--- config.mk ---
export PLATFORM = sky130hd
export DESIGN_NAME = shift_register_bus_sequencer
export DESIGN_NICKNAME = d
export VERILOG_FILES = /design/src/rtl/srbs_pkg.sv /design/src/rtl/shift_register_bus_sequencer.sv /design/src/rtl/srbs_front.sv /design/src/rtl/srbs_fifo.sv /design/src/rtl/srbs_back.sv
export SDC_FILE = /design/constraint.sdc
export NUM_CORES = 2
export LEC_CHECK = 0
export BUFFER_PORTS_ARGS = -buffer_cell sky130_fd_sc_hd__buf_2
export CORE_MARGIN = 4
export CORE_UTILIZATION = 60
export DETAILED_ROUTE_END_ITERATION = 8
export GPL_ROUTABILITY_DRIVEN = 0
export PLACE_DENSITY = 0.86
export SLEW_MARGIN = 20
export SYNTH_ARGS = -nofsm -noshare
export SYNTH_HDL_FRONTEND = slang
export SYNTH_HIERARCHICAL = 1
export SYNTH_SLANG_ARGS = --single-unit
export TNS_END_PERCENT = 1
--- constraint.sdc ---
create_clock -name clk -period 53.5 [get_ports clk]
set_input_delay 2.675 -clock clk [delete_from_list [all_inputs] [get_ports clk]]
set_output_delay 2.675 -clock clk [all_outputs]
set_load 0.03 [all_outputs]
--- src/rtl/srbs_pkg.sv ---
// shared types and constants of the shift register bus sequencer
`timescale 1ns / 1ps
package srbs_pkg;

	localparam int STAGES     = 16;
	localparam int HALF       = 8;
	localparam int BUSES      = 3;
	localparam int GAIN_W     = 11;
	localparam int SCALED_W   = 19;
	localparam int CV_W       = 22;
	localparam int FIFO_DEPTH = 4;

	localparam logic [GAIN_W-1:0] GAIN_MAX = 11'd1280;
	localparam logic [CV_W-1:0]   CV_MAX   = 22'd2611200;

	typedef enum logic [1:0] {
		KIND_RISE = 2'd0,
		KIND_FALL = 2'd1,
		KIND_LOAD = 2'd2,
		KIND_TICK = 2'd3
	} kind_t;

	typedef enum logic [2:0] {
		REG_LOAD_PATTERN = 3'd0,
		REG_BUS_MAP      = 3'd1,
		REG_PITCH_LOW    = 3'd2,
		REG_PITCH_HIGH   = 3'd3,
		REG_MODE_FLAGS   = 3'd4,
		REG_PULSE_TICKS  = 3'd5
	} cfg_reg_t;

	typedef struct packed {
		logic [BUSES-1:0] merge;
		logic             reload;
		logic             bus1_and;
		logic             invert;
		logic             random;
		logic             split;
	} mode_t;

	typedef struct packed {
		logic [STAGES-1:0]   load_pattern;
		logic [2*STAGES-1:0] bus_map;
		mode_t               mode;
		logic [15:0]         pulse_ticks;
	} front_cfg_t;

	// one classified item handed from front to back
	typedef struct packed {
		logic              rise;
		logic [GAIN_W-1:0] gain;
		logic [BUSES-1:0]  gates;
		logic [BUSES-1:0]  trigs;
		logic [STAGES-1:0] pattern;
	} entry_t;

endpackage

--- src/rtl/shift_register_bus_sequencer.sv ---
// top level of the sixteen stage shift register bus sequencer
`timescale 1ns / 1ps
//  port group   direction  handshake          carries
//  item in      in         push / full        kind, random_word, random_threshold, range_gain
//  item out     out        empty / pop        gates, trigger_levels, cv_*, stage_bits
//  config       in         cfg_we             cfg_index, cfg_wdata
//
//  one item per cycle in and out unless full is up or the output waits for pop; the front
//  updates all sequencer state in the cycle it takes an item, so items may follow back to back
//  a result passes from its queue slot to the product stage, then to the result register
//  where cv sums are added and saturated
//  full rises only when the four entry queue and the back are all held by pop
//  reset clears the pattern, buses, gates, pulses, held cv and the queue;
//  registers return to their power-up values
module shift_register_bus_sequencer #(
	parameter int KNOB_BITS = 8
) (
	input  logic        clk,
	input  logic        arst_n,
	// item in
	input  logic        push,
	output logic        full,
	input  logic [1:0]  kind,
	input  logic [15:0] random_word,
	input  logic [16:0] random_threshold,
	input  logic [10:0] range_gain,
	// item out
	output logic        empty,
	input  logic        pop,
	output logic [2:0]  gates,
	output logic [2:0]  trigger_levels,
	output logic [21:0] cv_first,
	output logic [21:0] cv_second,
	output logic [22:0] cv_total,
	output logic signed [22:0] cv_difference,
	output logic [15:0] stage_bits,
	// register writes
	input  logic        cfg_we,
	input  logic [2:0]  cfg_index,
	input  logic [63:0] cfg_wdata
);

	// configuration registers
	logic [15:0] load_pattern_q;
	logic [31:0] bus_map_q;
	logic [63:0] pitch_low_q, pitch_high_q;
	logic [7:0]  mode_q;
	logic [15:0] pulse_ticks_q;

	srbs_pkg::front_cfg_t front_cfg;
	srbs_pkg::entry_t     wr_entry, head;
	logic                 take, head_valid, head_pop;

	always_ff @(posedge clk or negedge arst_n) begin
		if (!arst_n) begin
			load_pattern_q <= '0;
			bus_map_q      <= '0;
			pitch_low_q    <= 64'h2020_2020_2020_2020;
			pitch_high_q   <= 64'h2020_2020_2020_2020;
			mode_q         <= '0;
			pulse_ticks_q  <= 16'd48;
		end else if (cfg_we) begin
			unique case (srbs_pkg::cfg_reg_t'(cfg_index))
				srbs_pkg::REG_LOAD_PATTERN: load_pattern_q <= cfg_wdata[15:0];
				srbs_pkg::REG_BUS_MAP:      bus_map_q      <= cfg_wdata[31:0];
				srbs_pkg::REG_PITCH_LOW:    pitch_low_q    <= cfg_wdata;
				srbs_pkg::REG_PITCH_HIGH:   pitch_high_q   <= cfg_wdata;
				srbs_pkg::REG_MODE_FLAGS:   mode_q         <= cfg_wdata[7:0];
				srbs_pkg::REG_PULSE_TICKS:  pulse_ticks_q  <= cfg_wdata[15:0];
				// unused register indexes are dropped
				default: mode_q <= mode_q;
			endcase
		end
	end

	assign front_cfg.load_pattern = load_pattern_q;
	assign front_cfg.bus_map      = bus_map_q;
	assign front_cfg.mode         = srbs_pkg::mode_t'(mode_q);
	assign front_cfg.pulse_ticks  = pulse_ticks_q;

	// an item is taken whenever the queue has room, regardless of the output side
	assign take = push && !full;

	srbs_front u_front (
		.clk              (clk),
		.arst_n           (arst_n),
		.take             (take),
		.kind             (kind),
		.random_word      (random_word),
		.random_threshold (random_threshold),
		.range_gain       (range_gain),
		.cfg              (front_cfg),
		.entry            (wr_entry)
	);

	srbs_fifo u_fifo (
		.clk      (clk),
		.arst_n   (arst_n),
		.wr_en    (take),
		.wr_data  (wr_entry),
		.full     (full),
		.rd_en    (head_pop),
		.rd_data  (head),
		.has_item (head_valid)
	);

	srbs_back #(
		.KNOB_BITS (KNOB_BITS)
	) u_back (
		.clk              (clk),
		.arst_n           (arst_n),
		.head_valid       (head_valid),
		.head             (head),
		.head_pop         (head_pop),
		.pitch_low_knobs  (pitch_low_q),
		.pitch_high_knobs (pitch_high_q),
		.pop              (pop),
		.empty            (empty),
		.gates            (gates),
		.trigger_levels   (trigger_levels),
		.cv_first         (cv_first),
		.cv_second        (cv_second),
		.stage_bits       (stage_bits)
	);

	// sum and difference straight off the held cv registers
	assign cv_total      = {1'b0, cv_first} + {1'b0, cv_second};
	assign cv_difference = signed'({1'b0, cv_first} - {1'b0, cv_second});

endmodule

--- src/rtl/srbs_front.sv ---
// front: event decode, pattern rotation, bus mapping, gates and trigger pulses
`timescale 1ns / 1ps
module srbs_front (
	input  logic                          clk,
	input  logic                          arst_n,
	input  logic                          take,
	input  logic [1:0]                    kind,
	input  logic [15:0]                   random_word,
	input  logic [16:0]                   random_threshold,
	input  logic [srbs_pkg::GAIN_W-1:0]   range_gain,
	input  srbs_pkg::front_cfg_t          cfg,
	output srbs_pkg::entry_t              entry
);

	logic [srbs_pkg::STAGES-1:0] pat_q, pat_n, rot;
	logic [srbs_pkg::BUSES-1:0]  bus_q, bus_n, bus_new, raw;
	logic [srbs_pkg::BUSES-1:0]  gate_q, gate_n, trig_q, trig_n;
	logic [15:0]                 cnt_q [srbs_pkg::BUSES];
	logic [15:0]                 cnt_n [srbs_pkg::BUSES];
	logic                        rnd_bit, fb_lo, reload;
	logic [srbs_pkg::GAIN_W-1:0] gain_sat;

	assign rnd_bit  = {1'b0, random_word} < random_threshold;
	assign gain_sat = (range_gain > srbs_pkg::GAIN_MAX) ? srbs_pkg::GAIN_MAX : range_gain;

	always_comb begin
		if (cfg.mode.split) begin
			fb_lo = cfg.mode.random ? rnd_bit : pat_q[7];
			rot   = {pat_q[14:8], pat_q[15] ^ cfg.mode.invert, pat_q[6:0], fb_lo};
		end else begin
			fb_lo = cfg.mode.random ? rnd_bit : pat_q[15];
			rot   = {pat_q[14:0], fb_lo};
		end
	end

	// stage to bus fan-in, code 3 lands on bus 2
	always_comb begin
		raw = '0;
		for (int k = 0; k < srbs_pkg::STAGES; k++) begin
			raw[0] = raw[0] | (rot[k] & (cfg.bus_map[2*k +: 2] == 2'd0));
			raw[1] = raw[1] | (rot[k] & (cfg.bus_map[2*k +: 2] == 2'd1));
			raw[2] = raw[2] | (rot[k] & cfg.bus_map[2*k+1]);
		end
		bus_new[0] = raw[0];
		bus_new[2] = raw[2];
		bus_new[1] = cfg.mode.bus1_and ? (raw[0] & raw[2]) : (raw[1] & ~(raw[0] | raw[2]));
		reload     = cfg.mode.reload & ~bus_q[0] & raw[0];
	end

	always_comb begin
		pat_n  = pat_q;
		bus_n  = bus_q;
		gate_n = gate_q;
		trig_n = trig_q;
		cnt_n  = cnt_q;
		unique case (srbs_pkg::kind_t'(kind))
			srbs_pkg::KIND_RISE: begin
				pat_n  = reload ? cfg.load_pattern : rot;
				bus_n  = bus_new;
				gate_n = bus_new;
				trig_n = trig_q | bus_new;
				for (int k = 0; k < srbs_pkg::BUSES; k++) begin
					if (bus_new[k]) begin
						cnt_n[k] = cfg.pulse_ticks;
					end
				end
			end
			srbs_pkg::KIND_FALL: begin
				gate_n = gate_q & bus_q & cfg.mode.merge;
			end
			srbs_pkg::KIND_LOAD: begin
				pat_n = cfg.load_pattern;
			end
			srbs_pkg::KIND_TICK: begin
				for (int k = 0; k < srbs_pkg::BUSES; k++) begin
					if (trig_q[k]) begin
						if (cnt_q[k] <= 16'd1) begin
							cnt_n[k]  = '0;
							trig_n[k] = 1'b0;
						end else begin
							cnt_n[k] = cnt_q[k] - 16'd1;
						end
					end
				end
			end
			default: begin
				pat_n = pat_q;
			end
		endcase
	end

	always_ff @(posedge clk or negedge arst_n) begin
		if (!arst_n) begin
			pat_q  <= '0;
			bus_q  <= '0;
			gate_q <= '0;
			trig_q <= '0;
			for (int k = 0; k < srbs_pkg::BUSES; k++) begin
				cnt_q[k] <= '0;
			end
		end else if (take) begin
			pat_q  <= pat_n;
			bus_q  <= bus_n;
			gate_q <= gate_n;
			trig_q <= trig_n;
			cnt_q  <= cnt_n;
		end
	end

	assign entry.rise    = (srbs_pkg::kind_t'(kind) == srbs_pkg::KIND_RISE);
	assign entry.gain    = gain_sat;
	assign entry.gates   = gate_n;
	assign entry.trigs   = trig_n;
	assign entry.pattern = pat_n;

	// a gate only stays up on a bus that is up
	a_gate_in_bus: assert property (@(posedge clk) disable iff (!arst_n)
		(gate_q & ~bus_q) == '0)
		else $error("gate high on a low bus");

	// an idle pulse channel keeps its counter at zero
	a_idle_cnt: assert property (@(posedge clk) disable iff (!arst_n)
		(trig_q[0] || cnt_q[0] == '0) && (trig_q[1] || cnt_q[1] == '0)
		&& (trig_q[2] || cnt_q[2] == '0))
		else $error("pulse counter running without trigger");

endmodule

--- src/rtl/srbs_fifo.sv ---
// short queue of classified items between front and back
`timescale 1ns / 1ps
module srbs_fifo (
	input  logic             clk,
	input  logic             arst_n,
	input  logic             wr_en,
	input  srbs_pkg::entry_t wr_data,
	output logic             full,
	input  logic             rd_en,
	output srbs_pkg::entry_t rd_data,
	output logic             has_item
);

	localparam int PtrW = $clog2(srbs_pkg::FIFO_DEPTH);
	localparam int CntW = $clog2(srbs_pkg::FIFO_DEPTH + 1);

	srbs_pkg::entry_t mem [srbs_pkg::FIFO_DEPTH];
	logic [PtrW-1:0]  wr_ptr_q, rd_ptr_q;
	logic [CntW-1:0]  cnt_q;

	assign full     = (cnt_q == CntW'(srbs_pkg::FIFO_DEPTH));
	assign has_item = (cnt_q != '0);
	assign rd_data  = mem[rd_ptr_q];

	always_ff @(posedge clk) begin
		if (wr_en) begin
			mem[wr_ptr_q] <= wr_data;
		end
	end

	always_ff @(posedge clk or negedge arst_n) begin
		if (!arst_n) begin
			wr_ptr_q <= '0;
			rd_ptr_q <= '0;
			cnt_q    <= '0;
		end else begin
			if (wr_en) begin
				wr_ptr_q <= PtrW'(wr_ptr_q + 1'b1);
			end
			if (rd_en) begin
				rd_ptr_q <= PtrW'(rd_ptr_q + 1'b1);
			end
			// count holds when both or neither side moves
			if (wr_en && !rd_en) begin
				cnt_q <= CntW'(cnt_q + 1'b1);
			end else if (rd_en && !wr_en) begin
				cnt_q <= CntW'(cnt_q - 1'b1);
			end
		end
	end

	a_no_overrun: assert property (@(posedge clk) disable iff (!arst_n)
		!(wr_en && full) && !(rd_en && !has_item))
		else $error("queue written when full or read when empty");

endmodule

--- src/rtl/srbs_back.sv ---
// back: knob times gain products, cv sums, held cv and result register
`timescale 1ns / 1ps
module srbs_back #(
	parameter int KNOB_BITS = 8
) (
	input  logic                        clk,
	input  logic                        arst_n,
	input  logic                        head_valid,
	input  srbs_pkg::entry_t            head,
	output logic                        head_pop,
	input  logic [63:0]                 pitch_low_knobs,
	input  logic [63:0]                 pitch_high_knobs,
	input  logic                        pop,
	output logic                        empty,
	output logic [srbs_pkg::BUSES-1:0]  gates,
	output logic [srbs_pkg::BUSES-1:0]  trigger_levels,
	output logic [srbs_pkg::CV_W-1:0]   cv_first,
	output logic [srbs_pkg::CV_W-1:0]   cv_second,
	output logic [srbs_pkg::STAGES-1:0] stage_bits
);

	localparam int ExtW  = 64 + srbs_pkg::HALF * KNOB_BITS;
	localparam int WideW = KNOB_BITS + srbs_pkg::SCALED_W;
	localparam int Shr   = (KNOB_BITS > 8) ? KNOB_BITS - 8 : 0;
	localparam int Shl   = (KNOB_BITS < 8) ? 8 - KNOB_BITS : 0;

	logic [ExtW-1:0] ext_lo, ext_hi;
	logic [srbs_pkg::SCALED_W-1:0] prod_c  [srbs_pkg::STAGES];
	logic [srbs_pkg::SCALED_W-1:0] prod_s1 [srbs_pkg::STAGES];
	logic                          valid_s1, rise_s1;
	logic [srbs_pkg::BUSES-1:0]    gates_s1, trigs_s1;
	logic [srbs_pkg::STAGES-1:0]   pat_s1;
	logic                          out_valid_q, out_ready, s1_ready;
	logic [srbs_pkg::CV_W-1:0]     sum_lo, sum_hi, sat_lo, sat_hi;
	logic [srbs_pkg::CV_W-1:0]     held_first_q, held_second_q;
	logic [srbs_pkg::BUSES-1:0]    gates_q, trigs_q;
	logic [srbs_pkg::STAGES-1:0]   bits_q;

	// lanes past bit 63 read as zero
	assign ext_lo = {{(srbs_pkg::HALF * KNOB_BITS){1'b0}}, pitch_low_knobs};
	assign ext_hi = {{(srbs_pkg::HALF * KNOB_BITS){1'b0}}, pitch_high_knobs};

	for (genvar g = 0; g < srbs_pkg::STAGES; g++) begin : g_prod
		localparam int Lane = g % srbs_pkg::HALF;
		logic [KNOB_BITS-1:0] knob;
		logic [WideW-1:0]     wide, scaled;
		if (g < srbs_pkg::HALF) begin : g_lo
			assign knob = ext_lo[Lane*KNOB_BITS +: KNOB_BITS];
		end else begin : g_hi
			assign knob = ext_hi[Lane*KNOB_BITS +: KNOB_BITS];
		end
		assign wide      = WideW'(knob) * WideW'(head.gain);
		assign scaled    = (wide >> Shr) << Shl;
		assign prod_c[g] = head.pattern[g] ? scaled[srbs_pkg::SCALED_W-1:0] : '0;
	end

	assign out_ready = !out_valid_q || pop;
	assign s1_ready  = !valid_s1 || out_ready;
	assign head_pop  = head_valid && s1_ready;

	always_comb begin
		sum_lo = '0;
		sum_hi = '0;
		for (int k = 0; k < srbs_pkg::HALF; k++) begin
			sum_lo = sum_lo + srbs_pkg::CV_W'(prod_s1[k]);
			sum_hi = sum_hi + srbs_pkg::CV_W'(prod_s1[k + srbs_pkg::HALF]);
		end
		sat_lo = (sum_lo > srbs_pkg::CV_MAX) ? srbs_pkg::CV_MAX : sum_lo;
		sat_hi = (sum_hi > srbs_pkg::CV_MAX) ? srbs_pkg::CV_MAX : sum_hi;
	end

	always_ff @(posedge clk) begin
		if (head_pop) begin
			prod_s1  <= prod_c;
			rise_s1  <= head.rise;
			gates_s1 <= head.gates;
			trigs_s1 <= head.trigs;
			pat_s1   <= head.pattern;
		end
		if (out_ready && valid_s1) begin
			gates_q <= gates_s1;
			trigs_q <= trigs_s1;
			bits_q  <= pat_s1;
		end
	end

	// held cv equals the cv of the newest rise item that entered the result register
	always_ff @(posedge clk or negedge arst_n) begin
		if (!arst_n) begin
			valid_s1      <= 1'b0;
			out_valid_q   <= 1'b0;
			held_first_q  <= '0;
			held_second_q <= '0;
		end else begin
			if (s1_ready) begin
				valid_s1 <= head_valid;
			end
			if (out_ready) begin
				out_valid_q <= valid_s1;
			end
			if (out_ready && valid_s1 && rise_s1) begin
				held_first_q  <= sat_lo;
				held_second_q <= sat_hi;
			end
		end
	end

	assign empty          = !out_valid_q;
	assign gates          = gates_q;
	assign trigger_levels = trigs_q;
	assign cv_first       = held_first_q;
	assign cv_second      = held_second_q;
	assign stage_bits     = bits_q;

	a_cv_range: assert property (@(posedge clk) disable iff (!arst_n)
		held_first_q <= srbs_pkg::CV_MAX && held_second_q <= srbs_pkg::CV_MAX)
		else $error("held cv above saturation");

	a_result_kept: assert property (@(posedge clk) disable iff (!arst_n)
		out_valid_q && !pop |=> out_valid_q && $stable(held_first_q)
		&& $stable(bits_q))
		else $error("waiting item lost or changed");

endmodule
Yosys cells after proc, flatten, opt, wreduce, memory -nomap -nowiden --
Memories as Yosys holds them, arrays and structs flattened. Cells that the tools add are included. W data, S select, Z words.
Operators by class: $add $sub $neg 23, multipliers 16, $lt $le $gt $ge 7, equal/unequal tests 31, muxes and demuxes 31, bitwise logic cells 104, reductions and logical operators 44
Operators with widths (count):
- $mul A8 B11 Y19 | 16
- $add A22 B19 Y22 | 12
- $mux W16 | 10
- $pmux W48 S2 | 1
- $and A1 B1 Y1 | 52
- $le A16 B1 Y1 const B | 3
- $sub A16 B1 Y16 const B | 3
- $or A1 B1 Y1 | 46
- $gt A22 B22 Y1 const B | 2
- $mux W22 | 2
- $add A19 B19 Y20 | 2
- $eq A2 B1 Y1 const B | 17
- $logic_not A2 Y1 | 17
- $pmux W16 S2 | 1
- $add A22 B22 Y23 | 1
- $sub A22 B22 Y23 | 1
- $lt A16 B17 Y1 | 1
- $reduce_and A2 Y1 | 7
- $pmux W3 S2 | 2
- $reduce_and A4 Y1 | 3
- $gt A11 B11 Y1 const B | 1
- $mux W1 | 11
- $mux W11 | 1
- $eq A3 B3 Y1 const B | 3
- 20 further kinds | 41
Word-level totals: register bits after elaboration 675, RAM bits 136, input bits 118, output and inout port bits 114, word-level logic and storage cells 300, memories 1
Memory list:
- u_fifo.mem | depth 4, width 34, read ports 1, clocked after memory_dff 0, wr ports 1, line srbs_fifo.sv:17 | srbs_pkg::entry_t mem [srbs_pkg::FIFO_DEPTH];

Depth between registers and ports, before layout --
depth in word-level cells 25, depth in mapped cells 23, gate-level depth less buffers 19

Modules after synthesis --
Netlist, hierarchy kept.
By module, submodules not included:
- srbs_back | instances 1, cells an instance 6807, area each 65067.4 um^2
- shift_register_bus_sequencer | instances 1, cells an instance 761, area each 9818.2 um^2
- srbs_front | instances 1, cells an instance 668, area each 5549.1 um^2
- srbs_fifo | instances 1, cells an instance 212, area each 5355.1 um^2

Worst setup path before layout --
Ideal clock, no wire load.
path kind input -> register, from input port pop, to register u_fifo.cnt_q[1], arrival 28.743 ns, data required time 53.375 ns, slack 24.632 ns, cell stages on the path 7, buffers on the path 0, cells stage by stage nor2_1 > a21boi_0 > inv_1 > ha_1 > inv_1 > fa_1 > mux2_2
On the way: longest elaborated chain between the ends 6, elaborated cells between the ends (all ways) 8
Ends and longest elaborated chain:
- start: declaration | line shift_register_bus_sequencer.sv:29 | input logic pop,
- $logic_or A1 B1 Y1 * | line srbs_back.sv:57 | assign out_ready = !out_valid_q || pop;
- $logic_or A1 B1 Y1 * | line srbs_back.sv:58 | assign s1_ready = !valid_s1 || out_ready;
- $logic_and A1 B1 Y1 * | line srbs_back.sv:59 | assign head_pop = head_valid && s1_ready;
- via head_pop | line shift_register_bus_sequencer.sv:52 | logic take, head_valid, head_pop;
- $logic_not A1 Y1 | line srbs_fifo.sv:44 | if (wr_en && !rd_en) begin
- $logic_and A1 B1 Y1 | line srbs_fifo.sv:44
- $mux W3 or $reduce_bool A2 Y1 (tied branches)
- end signal: assignment | line srbs_fifo.sv:45 | cnt_q <= CntW'(cnt_q + 1'b1);
- end signal: assignment | line srbs_fifo.sv:47 | cnt_q <= CntW'(cnt_q - 1'b1);
- end: declaration | line srbs_fifo.sv:19 | logic [CntW-1:0] cnt_q;
The timed path passes the listed nets; every way through them passes the cells marked *. A chain may end at the register's enable or synchronous reset.

==> results.json <==
{
  "result_of_the_run": "finished, final reports clean",
  "cts_post_setup_buffers_inserted": 0,
  "post-synth-top-count-cell": "sky130_fd_sc_hd__inv_1",
  "crit_path_frequent_cell": "sky130_fd_sc_hd__fa_1",
  "clock-skew-final_ps": 99.6,
  "grt_usage": 0.318,
  "cts_made_buffers": 91,
  "globalRoute.totalOverflow": 0,
  "clkLatencyLatePin_ps": 770,
  "timing.final.crit_period_ps": 7900,
  "postSynthAreaPerCell_um2": 10.2,
  "clock_tree.buffer_depth": 3,
  "synthCells": 8448,
  "yosys_most_used_dff": "sky130_fd_sc_hd__edfxtp_1",
  "synth.yosys.seq_area_share": 0.265,
  "hold_path_class": "register to register",
  "cts.clk_slew.worst_paths_ps": 70,
  "timing.critical_path.max_delay_family": "adder cells",
  "synthDistinctLibCells": 104,
  "max_freq_mhz": 127,
  "worst_setup_path_end_kind": "register",
  "port_buffers": 231,
  "cap_viol_max_count": 0,
  "drt_iter0_drc": 6005,
  "crit_share_post_route": 0.148,
  "clock_tree_from_tritoncts": "yes",
  "ff2ff_setup_slack_ps": 45600,
  "filler_cell_count": 10200,
  "synth_async_sr_flop_share": 0.402,
  "first_pass_iters": 6,
  "final_slew_viol_count": 0,
  "post_synth_most_frequent_cells": "1447 x sky130_fd_sc_hd__inv_1, 1093 x sky130_fd_sc_hd__fa_1, 924 x sky130_fd_sc_hd__and2_1",
  "root_buffer": "sky130_fd_sc_hd__clkbuf_16",
  "synth_fa_ha_area_frac": 0.363,
  "count_of_clock_tree_sinks": 811,
  "synth_largest_type_area_fraction": 0.255,
  "setup_viol_count_final": 0,
  "grt_first_pass_wirelength_um": 366000,
  "drt.antenna.violating_nets": 0,
  "yosys-mux-area-fraction": 0.0423,
  "placementRows": 138,
  "drt-vias-per-instance": 6.05,
  "rsz0062_at_grt": "false",
  "synth_simple_gate_area_share": 0.151,
  "worstPathArrival_ps": 8360,
  "start_util": 0.605,
  "critPathRequiredTime_ps": 53960,
  "antenna_found_initial": 15,
  "finalHoldViolCount": 0,
  "worst-r2r-cell-count": 20,
  "crit-reg2reg-capture": "u_back/prod_s1[18]",
  "drc": 0,
  "max_slew.worst_pin.slew_ps": 1160,
  "maxSlewHeadroom": 0.229,
  "critical_path.slowest_cell": "sky130_fd_sc_hd__dfrtp_1",
  "timing.critical_path.buf_inv": 6,
  "routed_wire_length_per_instance_um": 22.6,
  "yosysWarningCount": 6,
  "critPathMaxFanout": 53,
  "dieHeight_um": 386,
  "synth-edff-count": 485,
  "worst-setup-path-type": "register to register",
  "cts_repair_resize_count": 0,
  "ys_ff_latch": 811,
  "layout_stage_area_growth_over_the_synthesis_result_pct": 6.43,
  "vias": 62900,
  "synth_area_leaders": "sky130_fd_sc_hd__fa_1 26%, sky130_fd_sc_hd__edfxtp_1 17%, sky130_fd_sc_hd__ha_1 11%",
  "number_of_global_route_vias_before_repair": 67200,
  "cp_slowest_stage_delay_ps": 840,
  "reg2reg_from": "u_fifo/rd_ptr_q[1]",
  "dp_hpwl_um": 173000,
  "yosysTopAreaCell": "sky130_fd_sc_hd__fa_1",
  "routed_wl_um": 235000,
  "worstHoldStart": "u_back/gates_s1[2]",
  "ctsHtreeMaxLevel": 3,
  "total_negative_slack_ps": 0,
  "die_w_um": 386,
  "layout-drive-gt1-share": 0.0918,
  "worst_setup_path_start_kind": "register",
  "floorplan.core_area_um2": 142000,
  "timing.hold.worst_path_depth": 0,
  "syn-num-nets": 10400,
  "grt_start_max_net_pins": 161,
  "num_io_pins": 232,
  "post_synthesis_cell_area_um2": 85800,
  "yosys.area_share.xor_xnor": 0.0253,
  "fin_nets": 10400,
  "synth_compound_gate_area_share": 0.0690,
  "ctsHoldBuffers": 0,
  "dominant_combinational_cell_family_by_area_after_synthesis": "adder cells",
  "path_cells": "buf_4 > mux4_4 > buf_4 > buf_4 > nand2_1 > fa_1 > fa_1 > inv_1 > fa_1 > inv_1 > fa_1 > inv_1 > ha_1 > nand2_1 > o21ai_0 > a41oi_1 > a21oi_1 > a31oi_1 > o2111a_1 > or4_1",
  "whs_endpoint": "u_back/gates[2]",
  "die_area_um2": 149000
}
-- routing by layer --
layer | wire length (µm) | track usage
met3 | 25700 | 0.0883
met4 | 16900 | 0.193
met5 | 43 | 0
met1 | 84500 | 0.384
met2 | 108000 | 0.509
-- stage by stage --
stage	util	area (µm²)	worst slack, ps	std cells	hold WS, ps
5_1_grt	0.644	91300	45300	10400	441
6_report	0.644	91300	45600	10400	439
4_1_cts	0.644	91300	45740	10400	441
3_3_place_gp	0.621	88000	46010	10200	403
2_1_floorplan	-	85800	24630	8448	400
3_5_place_dp	0.621	88000	45850	10200	408
-- registers in the layout, indices dropped and copies added, names as in the netlist, 8 cells and up --
name / flops
bus_map_q: 32
load_pattern_q: 16
mode_q: 8
pitch_high_q: 64
pitch_low_q: 64
pulse_ticks_q: 16
u_back/cv_first: 22
u_back/cv_second: 22
u_back/pat_s1: 16
u_back/prod_s1: 304
u_back/stage_bits: 16
u_fifo/mem: 136
u_front/cnt_q: 48
u_front/pat_q: 16
-- area by class of cell --
cell class | count | area (µm²) | share of cell area
antenna | 15 | 37.5 | 0.000411
clock inverter | 62 | 793 | 0.00869
tap | 1890 | 2360 | 0.0259
clock buffer | 110 | 2450 | 0.0268
multi-input combinational | 5786 | 55900 | 0.613
timing repair buffer | 279 | 1540 | 0.0169
inverter | 1448 | 5440 | 0.0596
sequential | 811 | 22700 | 0.249
-- cell usage in the layout, fill, tap and decap left out, types with 23 or more instances in the layout --
master / count
sky130_fd_sc_hd__buf_2: 230
sky130_fd_sc_hd__mux2_2: 223
sky130_fd_sc_hd__or2_2: 23
sky130_fd_sc_hd__nand2_1: 889
sky130_fd_sc_hd__edfxtp_1: 485
sky130_fd_sc_hd__and3_1: 45
sky130_fd_sc_hd__nor3b_1: 43
sky130_fd_sc_hd__mux2i_1: 33
sky130_fd_sc_hd__nor3_1: 70
sky130_fd_sc_hd__dfrtp_1: 307
sky130_fd_sc_hd__and2_1: 924
sky130_fd_sc_hd__nor2_1: 215
sky130_fd_sc_hd__nand3_1: 83
sky130_fd_sc_hd__a31oi_1: 54
sky130_fd_sc_hd__nand2b_1: 30
sky130_fd_sc_hd__fa_1: 1093
sky130_fd_sc_hd__xnor2_1: 159
sky130_fd_sc_hd__a22o_1: 29
sky130_fd_sc_hd__ha_1: 742
sky130_fd_sc_hd__buf_4: 47
sky130_fd_sc_hd__xor2_1: 89
sky130_fd_sc_hd__o21bai_1: 28
sky130_fd_sc_hd__inv_1: 1447
sky130_fd_sc_hd__o21ai_0: 191
sky130_fd_sc_hd__nor2b_1: 103
sky130_fd_sc_hd__clkbuf_16: 92
sky130_fd_sc_hd__a21oi_1: 245
sky130_fd_sc_hd__a21o_1: 67
-- logic make-up (layout without fill, tap and decap cells) --
kind of cell               after synthesis  in the layout
buffers and inverters                 1851           1899
xor gates and xnor gates               248            248
DFF                                    811            811
and+or+nand+nor                       2525           2525
muxes                                  290            290
AOI/OAI and AO/OA                      888            888
other                                    0             15
adders and majority gates             1835           1835
-- worst reg2reg max path: cells and delay by family, from the launching register on --
family | cells | cell delay [ps]
buffers and inverters | 6 | 1850
AO/OA/AOI/OAI | 5 | 1190
multiplexers | 1 | 630
adder cells (fa/ha/maj) | 5 | 2340
AND/OR/NAND/NOR | 3 | 740
flip-flops | 1 | 840
-- worst max path at each step --
stage | startpoint | endpoint | slack, ps | depth (start not counted)
after floorplan | pop | u_fifo/cnt_q[1] | 24630 | 7
after global placement | u_fifo/rd_ptr_q[1] | u_back/prod_s1[18] | 46010 | 20
after detailed placement | u_fifo/rd_ptr_q[1] | u_back/prod_s1[18] | 45850 | 20
after CTS | u_fifo/rd_ptr_q[1] | u_back/prod_s1[37] | 45740 | 20
after global routing | u_fifo/rd_ptr_q[1] | u_back/prod_s1[18] | 45300 | 20
final | u_fifo/rd_ptr_q[1] | u_back/prod_s1[18] | 45600 | 20
Power is not shown: default switching activity piles up to over one toggle a cycle in this logic, so the estimate is an artifact.
